$ cat src/rtl/core/bfpd_pkg.sv
package bfpd_pkg;

   // default sizes, handed to the top level parameters
   localparam int MAX_COLUMNS_DEF = 1024;
   localparam int MAX_FACTOR_DEF  = 16;

   // fixed field widths
   localparam int PIX_W      = 32;
   localparam int CHAN_W     = 8;
   localparam int SUM_W      = 16;
   localparam int SHIFT_W    = 5;
   localparam int FACTOR_W   = 5;
   localparam int COLUMNS_W  = 11;
   localparam int SHIFTS_W   = 15;
   localparam int CSR_IDX_W  = 3;
   localparam int CSR_DATA_W = 15;
   localparam int LANES      = 3;
   localparam int QUEUE_DEPTH = 2;

   // register indexes
   localparam logic [CSR_IDX_W-1:0] CSR_SCALE_FACTOR   = 3'd0;
   localparam logic [CSR_IDX_W-1:0] CSR_OUT_COLUMNS    = 3'd1;
   localparam logic [CSR_IDX_W-1:0] CSR_CHANNEL_SHIFTS = 3'd2;
   localparam logic [CSR_IDX_W-1:0] CSR_RED_MAX        = 3'd3;
   localparam logic [CSR_IDX_W-1:0] CSR_GREEN_MAX      = 3'd4;
   localparam logic [CSR_IDX_W-1:0] CSR_BLUE_MAX       = 3'd5;
   localparam logic [CSR_IDX_W-1:0] CSR_TRUE_COLOUR    = 3'd6;

   typedef struct packed {
      logic [FACTOR_W-1:0]  scale_factor;
      logic [COLUMNS_W-1:0] out_columns;
      logic [SHIFTS_W-1:0]  channel_shifts;
      logic [CHAN_W-1:0]    red_max;
      logic [CHAN_W-1:0]    green_max;
      logic [CHAN_W-1:0]    blue_max;
      logic                 true_colour;
   } cfg_type;

   localparam cfg_type CFG_RESET = '{
      scale_factor:   5'd1,
      out_columns:    11'd1,
      channel_shifts: 15'd16640,
      red_max:        8'd255,
      green_max:      8'd255,
      blue_max:       8'd255,
      true_colour:    1'b1
   };

   // one classified item on its way from front to back
   typedef struct packed {
      logic              first;
      logic              last;
      logic              row_end;
      logic [CHAN_W-1:0] red;
      logic [CHAN_W-1:0] green;
      logic [CHAN_W-1:0] blue;
      logic [PIX_W-1:0]  pixel;
   } job_type;

endpackage

$ cat src/rtl/core/bfpd_queue.sv
module bfpd_queue #(
   parameter int DATA_W = 1
) (
   input  logic              clock,
   input  logic              reset,
   input  logic              push_valid,
   output logic              push_ready,
   input  logic [DATA_W-1:0] push_data,
   output logic              pop_valid,
   input  logic              pop_ready,
   output logic [DATA_W-1:0] pop_data
);

   localparam int DEPTH = bfpd_pkg::QUEUE_DEPTH;
   localparam int PTR_W = (DEPTH > 1) ? $clog2(DEPTH) : 1;
   localparam int CNT_W = $clog2(DEPTH + 1);

   logic [DATA_W-1:0] slot_ff [DEPTH];
   logic [PTR_W-1:0]  wr_ptr_ff, wr_ptr_in;
   logic [PTR_W-1:0]  rd_ptr_ff, rd_ptr_in;
   logic [CNT_W-1:0]  count_ff, count_in;
   logic              do_push, do_pop;

   assign push_ready = (count_ff != CNT_W'(DEPTH));
   assign pop_valid  = (count_ff != '0);
   assign pop_data   = slot_ff[rd_ptr_ff];
   assign do_push    = push_valid && push_ready;
   assign do_pop     = pop_valid && pop_ready;

   always_comb begin
      wr_ptr_in = wr_ptr_ff;
      rd_ptr_in = rd_ptr_ff;
      count_in  = count_ff;
      if (do_push) begin
         wr_ptr_in = (wr_ptr_ff == PTR_W'(DEPTH - 1)) ? '0 : wr_ptr_ff + PTR_W'(1);
      end
      if (do_pop) begin
         rd_ptr_in = (rd_ptr_ff == PTR_W'(DEPTH - 1)) ? '0 : rd_ptr_ff + PTR_W'(1);
      end
      if (do_push && !do_pop) begin
         count_in = count_ff + CNT_W'(1);
      end else if (do_pop && !do_push) begin
         count_in = count_ff - CNT_W'(1);
      end
   end

   always_ff @(posedge clock) begin
      if (reset) begin
         wr_ptr_ff <= '0;
         rd_ptr_ff <= '0;
         count_ff  <= '0;
      end else begin
         wr_ptr_ff <= wr_ptr_in;
         rd_ptr_ff <= rd_ptr_in;
         count_ff  <= count_in;
      end
   end

   always_ff @(posedge clock) begin
      if (do_push) begin
         slot_ff[wr_ptr_ff] <= push_data;
      end
   end

endmodule

$ cat config.mk
export PLATFORM = sky130hd
export DESIGN_NAME = bfpd_queue
export DESIGN_NICKNAME = d
export VERILOG_FILES = /design/src/rtl/core/bfpd_pkg.sv /design/src/rtl/core/bfpd_queue.sv
export SDC_FILE = /design/constraint.sdc
export NUM_CORES = 1
export LEC_CHECK = 0
export ABC_AREA = 1
export BUFFER_PORTS_ARGS = -buffer_cell sky130_fd_sc_hd__clkbuf_2
export CAP_MARGIN = 10
export CORE_AREA = 2 2 39 41
export CTS_CLUSTER_DIAMETER = 30
export DETAILED_ROUTE_END_ITERATION = 12
export DIE_AREA = 0 0 41 43
export GPL_TIMING_DRIVEN = 0
export SLEW_MARGIN = 10
export SYNTH_ARGS = -nofsm -noshare
export SYNTH_HDL_FRONTEND = slang
export SYNTH_SLANG_ARGS = --single-unit
$ cat constraint.sdc
create_clock -name clock -period 2.29 [get_ports clock]
set_input_delay 0.458 -clock clock [delete_from_list [all_inputs] [get_ports clock]]
set_output_delay 0.458 -clock clock [all_outputs]
set_load 0.02 [all_outputs]
# After elaboration in Yosys (flattened, before gate mapping)
# Memories as Yosys holds them, arrays and structs flattened. A register that Yosys moved wholly into a read port is not among the register bits.
# Cells that the tools add are included.
# word_totals
ramBits	2
inputBits	5
word_cells	25
reg_bits	4
output_inout_bits	3
n_memories	1
# classes
muxes	8
n_eq_ne	1
reduce_logical	8
add_sub_neg	4
# memory_table
memory	depth	width	rd	rd_ports_with_merged_regs	wr	line	rtl
slot_ff	2	1	1	1	1	bfpd_queue.sv:18	logic [DATA_W-1:0] slot_ff [DEPTH];
# ops
cell	count
$mux 1	6
$logic_and 1x1->1	4
$mux 2	2
$reduce_bool 2->1	2
$add 1x1->1 const B	2
$add 2x1->2 const B	1
$logic_not 1->1	2
$ne 2x2->1 const B	1
$sub 2x1->2 const B	1

# Depth between registers and ports, before layout
# depth
ltp_word	6
mapped_depth	11

# Worst setup path before layout
# OpenSTA, ideal clock, no wires.
# synth_path
path_kind	register -> register
startpoint	reg count_ff[0]
endpoint	reg count_ff[1]
path_slack_ns	0.994
path_stages_with_launch	11
setup_time_ns	0.064
required_ns	2.226
arrival_time_ns	1.233
path_cell_list	dfxtp_1 inv_2 nand2_2 nand2_4 clkinv_2 ha_1 inv_1 nand3_1 nand2_1 inv_1 nor2_1
# synth_between
elab_chain_len	5
elab_cells_between_ends	13
cone_classes	2 x add/sub; 1 x eq/ne; 2 x mux; 8 x reduce/logical
# synth_rtl
item	line	rtl
start: declaration	bfpd_queue.sv:21	logic [CNT_W-1:0] count_ff, count_in;
start signal: assignment	bfpd_queue.sv:55	count_ff <= count_in;
$ne 2x2->1 *	bfpd_queue.sv:24	assign push_ready = (count_ff != CNT_W'(DEPTH));
net push_ready	bfpd_queue.sv:7	output logic push_ready,
$logic_and 1x1->1 *	bfpd_queue.sv:27	assign do_push = push_valid && push_ready;
net do_push	bfpd_queue.sv:22	logic do_push, do_pop;
$logic_not 1->1	bfpd_queue.sv:42	end else if (do_pop && !do_push) begin
$logic_and 1x1->1	bfpd_queue.sv:42	
$reduce_bool 2->1 (no line)	-	
# The timed path passes the listed nets; every way through them passes the cells marked *. The select of a mux whose other input is x is not followed.
# A chain may end at the register's enable or synchronous reset.

==> metrics.txt <==
Final HPWL DP=around 430 um; syn avg cell area=~8.1 um2; Post-Layout Cell Count=67; P per Cell Area=roughly 1300 nW/um2; drt drc=0; multi-input combinational cell area=roughly 130 um2; most common cell in the netlist=nor2_1; total congestion overflow=0; Initial Util=a little under a quarter; H-tree levels=1; CP delay by family, top=multiplexers; Clock Skew=between 0.004 and 0.005 ns; Die X=between 40 and 50 um; vias in the first global route=220; worst r2r src=count_ff[0]; met3 wire length=around 36 um; top sig layer=met3; clk sinks=7; CTS Root Cell=clkbuf_4; Placed Cells incl. Taps=63; Synth top area share=between 30% and 40%; Mapped Nets=46; first-pass GRT wire length=between 700 and 800 um; max_cap viols=0; core area=between 1000 and 1500 um2; Synth area leader=dfxtp_1; crit path cell chain=mux2_2 > clkbuf_2; P_leak=about 0.20 nW; CTS Hold Bufs=0; Setup TNS=0 ns; All-Layer GR Usage=just over 7%; share of cells above drive strength 1=roughly a third; Avg Vias per Cell=4.075; Gate Count Post-Synth=40; top_reg_cell synth=dfxtp_1; synthesized flop and latch total=7; Worst Path Arrival=slightly above 1 ns; initial DRC count=3; TritonCTS clock tree=built; routed length on met2=between 200 and 300 um; Post-synth top cells=nor2_1, inv_1, nand2_1, dfxtp_1; hold crit path type=in -> reg; Worst path slowest cell=mux2_2; FF/Latch Area=approximately 160 um2; Slew headroom=88.93%; Cell variety after synth=15; gp weighted congestion=0.7651; delay of the slowest cell on the worst path=roughly 0.32 ns; full die area=about 1800 um2; M1 WL=about 220 um; final hold violations=0; crit-path max FO=1; worst hold start=push_data; Tmin final=roughly 1.5 ns; Ports=8; synth warn=0; critical path launch point type=flop; Post-synth EDFFs=2; n_diodes=0; largest net degree at the start of global routing=6; number of setup buffers added after CTS=0; layout net count=58; Synth area leaders=dfxtp_1, edfxtp_1, nor2_1; Post-Route WL=between 500 and 600 um; Seq/Total Area, Yosys=about half; fillcell total=between 150 and 200; fin. max-slew vios=0; Worst-path clk slew=around 0.05 ns; outcome=finished, final reports clean; Synth async-reset ratio=0%; DRT antenna net count=0; VDD IR max=roughly 0.35 mV; max frequency=approximately 0.67 GHz; total CTS buffers=3; 1st-pass router iterations=4; # rows=14; mapped cell area=roughly 320 um2; unrepaired setup endpoints after global routing=no; Critical Setup Path Class=reg -> out; Die H=~43 um; Worst-Margin Slew=about 0.17 ns; # resized after CTS=0; Via Count=between 200 and 300; DR WL/cell=about 8 um; WP data required=1.83 ns; worst path buffer plus inverter count=1; Area Growth Syn to Fin=25.10%; Crit. End Element=output port; Final setup viols=0; Skew-Pair Late Insertion Delay=0.25 ns; Tcrit/Tclk final=about two thirds; initial antenna violation count=0; port bufs=7; Max Buffers Root-to-Sink=2
==> routing by layer <==
layer | up-vias | track usage [%]
met5 | - | 0
met4 | 0 | 4.000
li1 | 149 | -
met3 | 0 | 6.283
met2 | 6 | 10.00
met1 | 118 | 6.536
==> metrics by stage <==
step / power, mW / hold WS [ns] / worst slack (ns) / cell area [um2] / util, %
final: 0.5152 / 0.4066 / 0.8003 / 405.4 / 29.29
after global routing: 0.5552 / 0.4010 / 0.7442 / 405.4 / 29.29
after CTS: 0.5218 / 0.4012 / 0.7813 / 405.4 / 29.29
after detailed placement: 0.4070 / 0.4966 / 0.8695 / 379.1 / 27.40
after global placement: 0.4005 / 0.4788 / 0.8993 / 379.1 / 27.40
after floorplan: 0.3538 / 0.4645 / 0.9936 / 324.1 / -
==> worst register-to-register path: stages, from the launching register on <==
cell	delay, ns
dfxtp_1	0.31
inv_2	0.10
nand2_2	0.08
nand2_4	0.08
clkinv_2	0.05
ha_1	0.31
inv_1	0.09
nand3_1	0.08
nand2_1	0.06
inv_1	0.04
nor2_1	0.09
==> kinds of logic (layout without fill, tap and decap cells) <==
logic type / after synthesis / after routing / synth area share (%)
compound gates: 4 / 4 / 6.178
buf+inv: 8 / 19 / 9.649
flops: 7 / 7 / 49.42
simple gates: 19 / 19 / 27.41
mux: 1 / 1 / 3.475
fa+ha+maj: 1 / 1 / 3.860
==> final timing paths <==
check / to / slack [ns] / cells after the start
max: pop_data / 0.80 / 2
min reg2reg: wr_ptr_ff / 0.50 / 2
min: slot_ff[1] / 0.41 / 1
max reg2reg: count_ff[1] / 0.94 / 10
==> cells in the final DEF, fill, tap and decap left out <==
cell type | synthesis | routed
nor2_1 | 7 | 7
clkbuf_2 | 0 | 7
inv_1 | 6 | 6
nand2_1 | 6 | 6
dfxtp_1 | 5 | 5
clkbuf_4 | 0 | 3
nand2_2 | 2 | 2
o21ai_0 | 2 | 2
a21oi_1 | 2 | 2
nand3_1 | 2 | 2
edfxtp_1 | 2 | 2
inv_2 | 1 | 1
nand2_4 | 1 | 1
clkinv_2 | 1 | 1
mux2_2 | 1 | 1
nand4_1 | 1 | 1
ha_1 | 1 | 1
clkbuf_1 | 0 | 1
==> cell type report <==
class	instances	share of cell area (%)
multi-input cells	25	32.72
clock buffers	4	6.481
repair buffers	7	8.642
well taps	16	4.938
flip-flops and latches	7	39.51
inverters	8	7.716
==> power breakdown <==
| group | internal [mW] | total (mW) | switching, mW |
|---|---|---|---|
| sequential | 0.164 | 0.184 | 0.0199 |
| clock | 0.0663 | 0.110 | 0.0435 |
| combinational | 0.0784 | 0.221 | 0.143 |
(Power assumes the default switching activity.)
