===== config.mk =====
export PLATFORM = sky130hd
export DESIGN_NAME = bfpd_front_flat
export DESIGN_NICKNAME = d
export VERILOG_FILES = /design/src/rtl/core/bfpd_pkg.sv /design/src/rtl/core/bfpd_req_if.sv /design/src/rtl/core/bfpd_front.sv /design/src/flat_wrapper.sv
export SDC_FILE = /design/constraint.sdc
export NUM_CORES = 1
export LEC_CHECK = 0
export BUFFER_PORTS_ARGS = -buffer_cell sky130_fd_sc_hd__buf_4
export CORE_ASPECT_RATIO = 0.6
export CORE_MARGIN = 5
export CORE_UTILIZATION = 29
export DETAILED_ROUTE_END_ITERATION = 6
export PLACE_DENSITY = 0.49
export SLEW_MARGIN = 20
export SYNTH_ARGS = -nofsm -noshare
export SYNTH_HDL_FRONTEND = slang
export SYNTH_SLANG_ARGS = --single-unit
export TNS_END_PERCENT = 100

===== constraint.sdc =====
create_clock -name clock -period 17 [get_ports clock]
set_input_delay 3.4 -clock clock [delete_from_list [all_inputs] [get_ports clock]]
set_output_delay 3.4 -clock clock [all_outputs]
set_load 0.1 [all_outputs]

===== src/rtl/core/bfpd_pkg.sv =====
package bfpd_pkg;

   // default sizes, handed to the top level parameters
   localparam int MAX_COLUMNS_DEF = 1024;
   localparam int MAX_FACTOR_DEF  = 16;

   // fixed field widths
   localparam int PIX_W      = 32;
   localparam int CHAN_W     = 8;
   localparam int SUM_W      = 16;
   localparam int SHIFT_W    = 5;
   localparam int FACTOR_W   = 5;
   localparam int COLUMNS_W  = 11;
   localparam int SHIFTS_W   = 15;
   localparam int CSR_IDX_W  = 3;
   localparam int CSR_DATA_W = 15;
   localparam int LANES      = 3;
   localparam int QUEUE_DEPTH = 2;

   // register indexes
   localparam logic [CSR_IDX_W-1:0] CSR_SCALE_FACTOR   = 3'd0;
   localparam logic [CSR_IDX_W-1:0] CSR_OUT_COLUMNS    = 3'd1;
   localparam logic [CSR_IDX_W-1:0] CSR_CHANNEL_SHIFTS = 3'd2;
   localparam logic [CSR_IDX_W-1:0] CSR_RED_MAX        = 3'd3;
   localparam logic [CSR_IDX_W-1:0] CSR_GREEN_MAX      = 3'd4;
   localparam logic [CSR_IDX_W-1:0] CSR_BLUE_MAX       = 3'd5;
   localparam logic [CSR_IDX_W-1:0] CSR_TRUE_COLOUR    = 3'd6;

   typedef struct packed {
      logic [FACTOR_W-1:0]  scale_factor;
      logic [COLUMNS_W-1:0] out_columns;
      logic [SHIFTS_W-1:0]  channel_shifts;
      logic [CHAN_W-1:0]    red_max;
      logic [CHAN_W-1:0]    green_max;
      logic [CHAN_W-1:0]    blue_max;
      logic                 true_colour;
   } cfg_type;

   localparam cfg_type CFG_RESET = '{
      scale_factor:   5'd1,
      out_columns:    11'd1,
      channel_shifts: 15'd16640,
      red_max:        8'd255,
      green_max:      8'd255,
      blue_max:       8'd255,
      true_colour:    1'b1
   };

   // one classified item on its way from front to back
   typedef struct packed {
      logic              first;
      logic              last;
      logic              row_end;
      logic [CHAN_W-1:0] red;
      logic [CHAN_W-1:0] green;
      logic [CHAN_W-1:0] blue;
      logic [PIX_W-1:0]  pixel;
   } job_type;

endpackage


===== src/rtl/core/bfpd_req_if.sv =====
interface bfpd_req_if;
   logic                        valid;
   logic                        ready;
   logic [bfpd_pkg::PIX_W-1:0]  src_pixel;
   logic                        window_start;

   modport source (output valid, output src_pixel, output window_start, input ready);
   modport sink (input valid, input src_pixel, input window_start, output ready);
endinterface


===== src/rtl/core/bfpd_front.sv =====
module bfpd_front #(
   parameter int MAX_COLUMNS = bfpd_pkg::MAX_COLUMNS_DEF,
   parameter int MAX_FACTOR  = bfpd_pkg::MAX_FACTOR_DEF
) (
   input  logic                                   clock,
   input  logic                                   reset,
   bfpd_req_if.sink                               req_chan,
   input  bfpd_pkg::cfg_type                      cfg,
   input  logic [$clog2(MAX_FACTOR+1)-1:0]        f_eff,
   input  logic [$clog2(MAX_COLUMNS+1)-1:0]       cols_eff,
   input  logic                                   factor_wr,
   output logic                                   push_valid,
   input  logic                                   push_ready,
   output logic [$clog2(MAX_COLUMNS)+$bits(bfpd_pkg::job_type)-1:0] push_data
);

   localparam int FAC_W  = $clog2(MAX_FACTOR + 1);
   localparam int CNT_W  = $clog2(MAX_COLUMNS + 1);
   localparam int COL_W  = $clog2(MAX_COLUMNS);
   localparam int SUB_W  = $clog2(MAX_FACTOR);
   localparam int SC_W   = $clog2(MAX_COLUMNS * MAX_FACTOR);
   localparam int WID_W  = $clog2(MAX_COLUMNS * MAX_FACTOR + 1);
   localparam int RSC_W  = $clog2(SC_W + 1);

   // position: source column, and the same split into block column and sub column
   logic [SC_W-1:0]  sc_ff, sc_in;
   logic [COL_W-1:0] dcol_ff, dcol_in;
   logic [SUB_W-1:0] sub_ff, sub_in;
   logic [SUB_W-1:0] band_ff, band_in;

   // rebuild of block column / sub column after a factor change
   logic             rs_busy_ff, rs_busy_in;
   logic [RSC_W-1:0] rs_cnt_ff, rs_cnt_in;
   logic [FAC_W-1:0] rs_rem_ff, rs_rem_in;
   logic [SC_W-1:0]  rs_quot_ff, rs_quot_in;
   logic [FAC_W:0]   rs_trial;
   logic             rs_ge;
   logic [FAC_W-1:0] rs_rem_nx;
   logic [SC_W-1:0]  rs_quot_nx;

   logic [WID_W-1:0] row_width;
   logic [FAC_W-1:0] f_m1;
   logic [SC_W-1:0]  sc0, sc1;
   logic [COL_W-1:0] dcol0, dcol1;
   logic [SUB_W-1:0] sub0, sub1, band0, band1;
   logic             stale;
   logic [WID_W-1:0] sc_inc;
   logic [FAC_W-1:0] sub_nx, band_nx;
   logic             accept;
   bfpd_pkg::job_type job;

   assign row_width = WID_W'(cols_eff) * WID_W'(f_eff);
   assign f_m1      = f_eff - FAC_W'(1);

   assign req_chan.ready = push_ready && !rs_busy_ff;
   assign push_valid     = req_chan.valid && !rs_busy_ff;
   assign accept         = req_chan.valid && req_chan.ready;

   always_comb begin
      // window start clears position, then stale values fold to zero
      sc0   = req_chan.window_start ? '0 : sc_ff;
      dcol0 = req_chan.window_start ? '0 : dcol_ff;
      sub0  = req_chan.window_start ? '0 : sub_ff;
      band0 = req_chan.window_start ? '0 : band_ff;
      stale = (WID_W'(sc0) >= row_width);
      sc1   = stale ? '0 : sc0;
      dcol1 = stale ? '0 : dcol0;
      sub1  = stale ? '0 : sub0;
      band1 = (FAC_W'(band0) >= f_eff) ? '0 : band0;

      job.first   = (band1 == '0) && (sub1 == '0);
      job.last    = (FAC_W'(band1) == f_m1) && (FAC_W'(sub1) == f_m1);
      job.row_end = (CNT_W'(dcol1) == cols_eff - CNT_W'(1));
      job.red     = bfpd_pkg::CHAN_W'(req_chan.src_pixel >> cfg.channel_shifts[14:10])
                    & cfg.red_max;
      job.green   = bfpd_pkg::CHAN_W'(req_chan.src_pixel >> cfg.channel_shifts[9:5])
                    & cfg.green_max;
      job.blue    = bfpd_pkg::CHAN_W'(req_chan.src_pixel >> cfg.channel_shifts[4:0])
                    & cfg.blue_max;
      job.pixel   = req_chan.src_pixel;

      sc_inc  = WID_W'(sc1) + WID_W'(1);
      sub_nx  = FAC_W'(sub1) + FAC_W'(1);
      band_nx = FAC_W'(band1) + FAC_W'(1);
   end

   assign push_data = {dcol1, job};

   // one quotient bit per cycle
   always_comb begin
      rs_trial   = {rs_rem_ff, rs_quot_ff[SC_W-1]};
      rs_ge      = (rs_trial >= {1'b0, f_eff});
      rs_rem_nx  = rs_ge ? FAC_W'(rs_trial - {1'b0, f_eff}) : FAC_W'(rs_trial);
      rs_quot_nx = {rs_quot_ff[SC_W-2:0], rs_ge};
   end

   always_comb begin
      sc_in      = sc_ff;
      dcol_in    = dcol_ff;
      sub_in     = sub_ff;
      band_in    = band_ff;
      rs_busy_in = rs_busy_ff;
      rs_cnt_in  = rs_cnt_ff;
      rs_rem_in  = rs_rem_ff;
      rs_quot_in = rs_quot_ff;
      if (factor_wr) begin
         rs_busy_in = 1'b1;
         rs_cnt_in  = RSC_W'(SC_W);
         rs_rem_in  = '0;
         rs_quot_in = sc_ff;
      end else if (rs_busy_ff) begin
         rs_rem_in  = rs_rem_nx;
         rs_quot_in = rs_quot_nx;
         rs_cnt_in  = rs_cnt_ff - RSC_W'(1);
         if (rs_cnt_ff == RSC_W'(1)) begin
            rs_busy_in = 1'b0;
            dcol_in    = rs_quot_nx[COL_W-1:0];
            sub_in     = rs_rem_nx[SUB_W-1:0];
         end
      end else if (accept) begin
         if (sc_inc >= row_width) begin
            sc_in   = '0;
            dcol_in = '0;
            sub_in  = '0;
            band_in = (band_nx >= f_eff) ? '0 : SUB_W'(band_nx);
         end else begin
            sc_in   = SC_W'(sc_inc);
            band_in = band1;
            if (sub_nx == f_eff) begin
               sub_in  = '0;
               dcol_in = dcol1 + COL_W'(1);
            end else begin
               sub_in  = SUB_W'(sub_nx);
               dcol_in = dcol1;
            end
         end
      end
   end

   always_ff @(posedge clock) begin
      if (reset) begin
         sc_ff      <= '0;
         dcol_ff    <= '0;
         sub_ff     <= '0;
         band_ff    <= '0;
         rs_busy_ff <= 1'b0;
         rs_cnt_ff  <= '0;
      end else begin
         sc_ff      <= sc_in;
         dcol_ff    <= dcol_in;
         sub_ff     <= sub_in;
         band_ff    <= band_in;
         rs_busy_ff <= rs_busy_in;
         rs_cnt_ff  <= rs_cnt_in;
      end
   end

   always_ff @(posedge clock) begin
      rs_rem_ff  <= rs_rem_in;
      rs_quot_ff <= rs_quot_in;
   end

endmodule


===== src/flat_wrapper.sv =====
// flat-port wrapper written by rule: the top's interface ports become plain ports
module bfpd_front_flat 
#(
   parameter int MAX_COLUMNS = bfpd_pkg::MAX_COLUMNS_DEF,
   parameter int MAX_FACTOR  = bfpd_pkg::MAX_FACTOR_DEF
)
  (clock, reset, cfg, f_eff, cols_eff, factor_wr, push_valid, push_ready, push_data, req_chan_valid, req_chan_src_pixel, req_chan_window_start, req_chan_ready);
  bfpd_req_if req_chan_i ();
  input  logic clock;
  input  logic reset;
  input  bfpd_pkg::cfg_type cfg;
  input  logic [$clog2(MAX_FACTOR+1)-1:0] f_eff;
  input  logic [$clog2(MAX_COLUMNS+1)-1:0] cols_eff;
  input  logic factor_wr;
  output logic push_valid;
  input  logic push_ready;
  output logic [$clog2(MAX_COLUMNS)+$bits(bfpd_pkg::job_type)-1:0] push_data;
  input wire logic [$bits(req_chan_i.valid)-1:0] req_chan_valid;
  input wire logic [$bits(req_chan_i.src_pixel)-1:0] req_chan_src_pixel;
  input wire logic [$bits(req_chan_i.window_start)-1:0] req_chan_window_start;
  output wire logic [$bits(req_chan_i.ready)-1:0] req_chan_ready;
  assign req_chan_i.valid = req_chan_valid;
  assign req_chan_i.src_pixel = req_chan_src_pixel;
  assign req_chan_i.window_start = req_chan_window_start;
  assign req_chan_ready = req_chan_i.ready;
  bfpd_front #(.MAX_COLUMNS(MAX_COLUMNS), .MAX_FACTOR(MAX_FACTOR)) u_core (.clock(clock), .reset(reset), .req_chan(req_chan_i), .cfg(cfg), .f_eff(f_eff), .cols_eff(cols_eff), .factor_wr(factor_wr), .push_valid(push_valid), .push_ready(push_ready), .push_data(push_data));
endmodule

# Yosys cells after proc, flatten, opt, wreduce, memory -nomap -nowiden
# Index checks and enable logic that the tools add are counted.
dict set report classes {
  add_sub_neg 8
  multipliers 1
  magnitude_cmp 5
  eq_ne 6
  shift 3
  n_mux 29
  bitwise_logic 5
  reduce_logical 13
}
# cell count
set op_table {}
lappend op_table {{$shr 32x5->8} 3}
lappend op_table {{$mux 10} 7}
lappend op_table {{$mux 14} 5}
lappend op_table {{$mux 4} 13}
lappend op_table {{$and 8x8->8} 3}
lappend op_table {{$add 14x1->15 const B} 1}
lappend op_table {{$ge 14x15->1} 1}
lappend op_table {{$ge 15x15->1} 1}
lappend op_table {{$mul 11x5->15} 1}
lappend op_table {{$eq 10x11->1} 1}
lappend op_table {{$sub 11x1->11 const B} 1}
lappend op_table {{$add 10x1->10 const B} 1}
lappend op_table {{$add 4x1->5 const B} 2}
lappend op_table {{$eq 4x5->1} 2}
lappend op_table {{$logic_not 4->1} 2}
lappend op_table {{$ge 6x5->1} 1}
lappend op_table {{$reduce_and 3->1} 2}
lappend op_table {{$eq 5x5->1} 1}
lappend op_table {{$ge 4x5->1} 1}
lappend op_table {{$ge 5x5->1} 1}
lappend op_table {{$logic_and 1x1->1} 5}
lappend op_table {{$mux 5} 1}
lappend op_table {{$sub 5x1->5 const B} 1}
lappend op_table {{$sub 5x5->5} 1}
lappend op_table {{8 further kinds} 12}
dict set report word_totals {
  regBits 56
  wordCells 79
}

# Logic depth before layout (Yosys ltp)
dict set report depth {
  ltp_word 9
  ltp_mapped 44
  depth_no_buf 39
}

# Least setup slack after synthesis
# Ideal clock, no wire load.
dict set report synth_timing {
  path_kind {input to output}
  from {in f_eff[4]}
  to {out push_data[57] (netlist bit)}
  t_arrival_ps 13701
  required_time_ps 13600
  slack_ps -101
  path_stages 27
  path_buffers 3
  path_cell_list {clkbuf_1 > clkbuf_1 > and2_1 > fa_1 > fa_1 > inv_1 > fa_1 > inv_1 > ha_1 > a21oi_1 > o211ai_2 > a21o_1 > a21oi_1 > xor2_1 > ha_1 > o21ai_0 > nor2_1 > or3_1 > o311a_4 > a211o_2 > a21oi_4 > buf_4 > and2_1 > inv_1 > nor2_1 > mux2i_1 > a2111oi_0}
}
dict set report synth_via {
  elab_chain_cells 5
  elab_cells_between_ends 9
}
# item line
set synth_lines {}
lappend synth_lines {{from (decl)} flat_wrapper.sv:12} ;# input logic [$clog2(MAX_FACTOR+1)-1:0] f_eff;
lappend synth_lines {{$mul 11x5->15} bfpd_front.sv:52} ;# assign row_width = WID_W'(cols_eff) * WID_W'(f_eff);
lappend synth_lines {{$ge 14x15->1} bfpd_front.sv:65} ;# stale = (WID_W'(sc0) >= row_width);
lappend synth_lines {{$mux 4} bfpd_front.sv:68} ;# sub1 = stale ? '0 : sub0;
lappend synth_lines {{$eq 4x5->1} bfpd_front.sv:72} ;# job.last = (FAC_W'(band1) == f_m1) && (FAC_W'(sub1) == f_m1);
lappend synth_lines {{$logic_and 1x1->1 (*)} bfpd_front.sv:72}
lappend synth_lines {{to (decl)} flat_wrapper.sv:17} ;# output logic [$clog2(MAX_COLUMNS)+$bits(bfpd_pkg::job_type)-1:0] push_data;
# Every way passes the cells marked *; elsewhere a longest branch is shown, timed or not.

# Final worst setup path
dict set report layout_timing {
  from {in f_eff[4]}
  to {out push_data[56] (netlist bit)}
}
dict set report layout_via {
  elab_chain_cells 4
}
# item line
set layout_lines {}
lappend layout_lines {{$mul 11x5->15} bfpd_front.sv:52}
lappend layout_lines {{$ge 14x15->1} bfpd_front.sv:65}
lappend layout_lines {{$mux 10} bfpd_front.sv:67} ;# dcol1 = stale ? '0 : dcol0;
lappend layout_lines {{$eq 10x11->1} bfpd_front.sv:73} ;# job.row_end = (CNT_W'(dcol1) == cols_eff - CNT_W'(1));
# No other way between the ends.

==> qor.csv <==
stage;metric;value;unit
critical_path;WP buf/inv;5;
sta;clock skew;5.71;ps
power_and_ir_drop;Power Dens Cells;64.3;nW/um2
drt;drc violations;0;
critical_path;WP data arrival;10800;ps
drt;ANT nets after route;0;
critical_path;Crit. End Element;output port;
critical_path;Worst Path Max Fanout;25;
clock_network;TritonCTS Buffers;5;
sta;Total Neg Setup Slack;0;ps
cells_and_area;Cell Count, Final, Fillers Out;1751;
sta;highest clock rate;70.4;MHz
clock_network;Setup Buffers After CTS;0;
clock_network;number of hold buffers added after CTS;0;
logic_synthesis;Yosys top cell by area;mux2i_1;
clock_network;CTS resizes;0;
die;placeable core area;35000;um2
drt;Routed WL per cell;20.9;um
placement;Placed Instances;1742;
placement;PortBufs;163;
logic_synthesis;EDFF count, synth;14;
placement;HPWL after DPL;29000;um
status;outcome;finished clean;
run;max-cap violations;0;
logic_synthesis;sequential area share after synthesis;0.122;
critical_path;CP max stage cell;a21oi_4;
die;io pins;181;
die;Die Width;253;um
sta;RSZ-0062 raised after global routing;no;
critical_path;cell family with most CP delay;compound AO/OA/AOI/OAI gates;
clock_network;clk root buf;clkbuf_16;
die;Die Y;156;um
critical_path;Worst path max stage delay;650;ps
hold_path;worst min path class;reg -> reg;
sta;max_slew headroom;0.332;
logic_synthesis;Commonest cells post-synth;mux2i_1 (122), nor2_1 (105), nand2_1 (87);
logic_synthesis;Synth Flop Type;dfxtp_1;
global_routing;first-pass GRT wire length;56200;um
global_routing;GRT overflow;0;
global_routing;largest net degree at the start of global routing;37;
drt;Routed WL;36700;um
logic_synthesis;syn avg cell area;8.42;um2
sta;Least-Margin Pin Slew;999;ps
sta;minimum clock period;14200;ps
critical_path;startpoint type of the worst setup path;input port;
critical_path;required time worst endpoint;13600;ps
logic_synthesis;Post-Synthesis Net Count;1436;
logic_synthesis;Post-Syn Area;10300;um2
clock_network;CTS tree;built;
sta;post-route clock period utilization;0.835;
sta;Slew Limit Fails;0;
clock_network;clock sink count;56;
sta;setup violators final;0;
clock_network;clock latency on the worst-skew pair;320;ps
logic_synthesis;Synth Warn #;0;
die;Starting Density;0.294;
drt;Via Count;9536;
clock_network;clock-pin slew on the worst setup and hold paths;80;ps
clock_network;# H-tree levels;2;
critical_path;Setup CP Type;in -> out;
logic_synthesis;post-synth top area share;0.119;
cells_and_area;layout cells sized above 1;0.213;
die;row count;53;
cells_and_area;P&R area growth vs syn;14.0;%
clock_network;CTS max path bufs;2;
cells_and_area;Final Util;0.336;
logic_synthesis;ys async rst share;0;
logic_synthesis;Distinct cells, synth;78;
global_routing;Overall Global Routing Usage;0.180;
logic_synthesis;register bit count reported by yosys;56;
logic_synthesis;most common cell in the netlist;mux2i_1;
cells_and_area;Nets;1494;
global_routing;number of antenna violations at the first check in global routing;2;
drt;Vias per Instance;5.45;
logic_synthesis;top post-synthesis cells by area;mux2i_1 (12%), mux4_2 (12%), ha_1 (9.1%), dfxtp_1 (8.2%), fa_1 (5.2%);
logic_synthesis;Synth Instances;1224;
power_and_ir_drop;VDD IR max;0.0000381;V
global_routing;vias in the first global route;9105;
sta;Final Hold Fails;0;
placement;Final Wtd Congestion;0.882;
die;DIE AREA;39500;um2
drt;Iteration-0 DRC Markers;847;
drt;first drt pass iteration count;5;
power_and_ir_drop;leakage;5.14;nW
## path summary, 6_finish.rpt
path | from | endpoint | slack (ps) | cells past startpoint
setup / recovery | f_eff[4] | push_data[56] | 2800 | 26
hold / removal | u_core.rs_rem_ff[4] | u_core.rs_rem_ff[4] | 480 | 2
setup reg to reg | u_core.sc_ff[10] | u_core.sub_ff[3] | 9090 | 27
hold reg to reg | u_core.rs_rem_ff[4] | u_core.rs_rem_ff[4] | 480 | 2
## tightest hold or removal path, stage by stage (launching register included)
cell      delay [ps]
dfxtp_1          320
nand2b_1          60
a21oi_1           60
## layer usage
layer,GRT usage,vias to the layer above,wire length [um]
li1,-,4523,-
met1,0.296,4695,19100
met2,0.245,303,14600
met3,0.0382,13,2830
met4,0.0128,2,146
met5,0,-,13
## placed cells by master (no fill, tap or decap), types with 5 or more instances in the layout
master	count
inv_1	70
fa_1	27
nand2_1	87
nor4_1	11
a31oi_1	10
xnor2_1	34
a211oi_1	14
a22oi_1	6
and2_1	36
ha_1	75
xor2_1	17
dfxtp_1	42
o21ai_0	38
a21o_1	8
o211ai_1	15
o21a_1	6
a311oi_1	5
clkbuf_16	5
edfxtp_1	14
mux4_2	54
and3_1	11
nor2b_1	51
nand4_1	11
a21oi_1	69
nor3_1	23
mux2_2	20
mux2i_1	122
nor2_1	105
nand3_1	24
nand2b_1	22
buf_4	169
o211a_1	7
## power breakdown
group / switching (mW) / internal (mW) / leakage, nW / total, mW
clock network: 0.0603 / 0.0563 / 0.0719 / 0.117
logic: 0.319 / 0.172 / 4.57 / 0.490
registers: 0.00558 / 0.143 / 0.491 / 0.149
## sequential cells by signal (all words and copies together) (netlist names)
register / flops
u_core.rs_quot_ff: 14
u_core.sc_ff: 14
u_core.dcol_ff: 10
u_core.rs_rem_ff: 5
u_core.band_ff: 4
u_core.rs_cnt_ff: 4
u_core.sub_ff: 4
u_core.rs_busy_ff: 1
## metrics by stage
step / instance area (um2) / power (mW) / worst slack [ps] / hold slack [ps]
after floorplan: 10300 / 0.507 / 1270 / 447
after global placement: 11600 / 0.631 / 2970 / 459
after detailed placement: 11600 / 0.635 / 2940 / 482
after CTS: 11700 / 0.757 / 2900 / 495
after global routing: 11700 / 0.807 / 2460 / 515
final: 11700 / 0.756 / 2800 / 483
## kinds of logic (layout without fill, tap and decap cells)
| family | after synthesis | after routing | share of synthesized area |
|---|---|---|---|
| AND/OR/NAND/NOR | 406 | 406 | 0.199 |
| AO/OA/AOI/OAI | 225 | 225 | 0.152 |
| multiplexers | 196 | 196 | 0.258 |
| buffers and inverters | 188 | 247 | 0.0810 |
| adder cells (fa/ha/maj) | 102 | 102 | 0.144 |
| flip-flops | 56 | 56 | 0.122 |
| XOR/XNOR | 51 | 51 | 0.0434 |
| other | 0 | 1 | 0 |
## cell type report
| class | count | area (um2) |
|---|---|---|
| clock inverter | 3 | 27.5 |
| inverter | 70 | 263 |
| sequential | 56 | 1260 |
| tap | 467 | 584 |
| antenna | 1 | 2.50 |
| clock buffer | 5 | 125 |
| fill | 3706 | 23300 |
| multi-input combinational | 980 | 8220 |
| timing repair buffer | 169 | 1270 |
No activity file was read; power rests on OpenSTA's default activity.
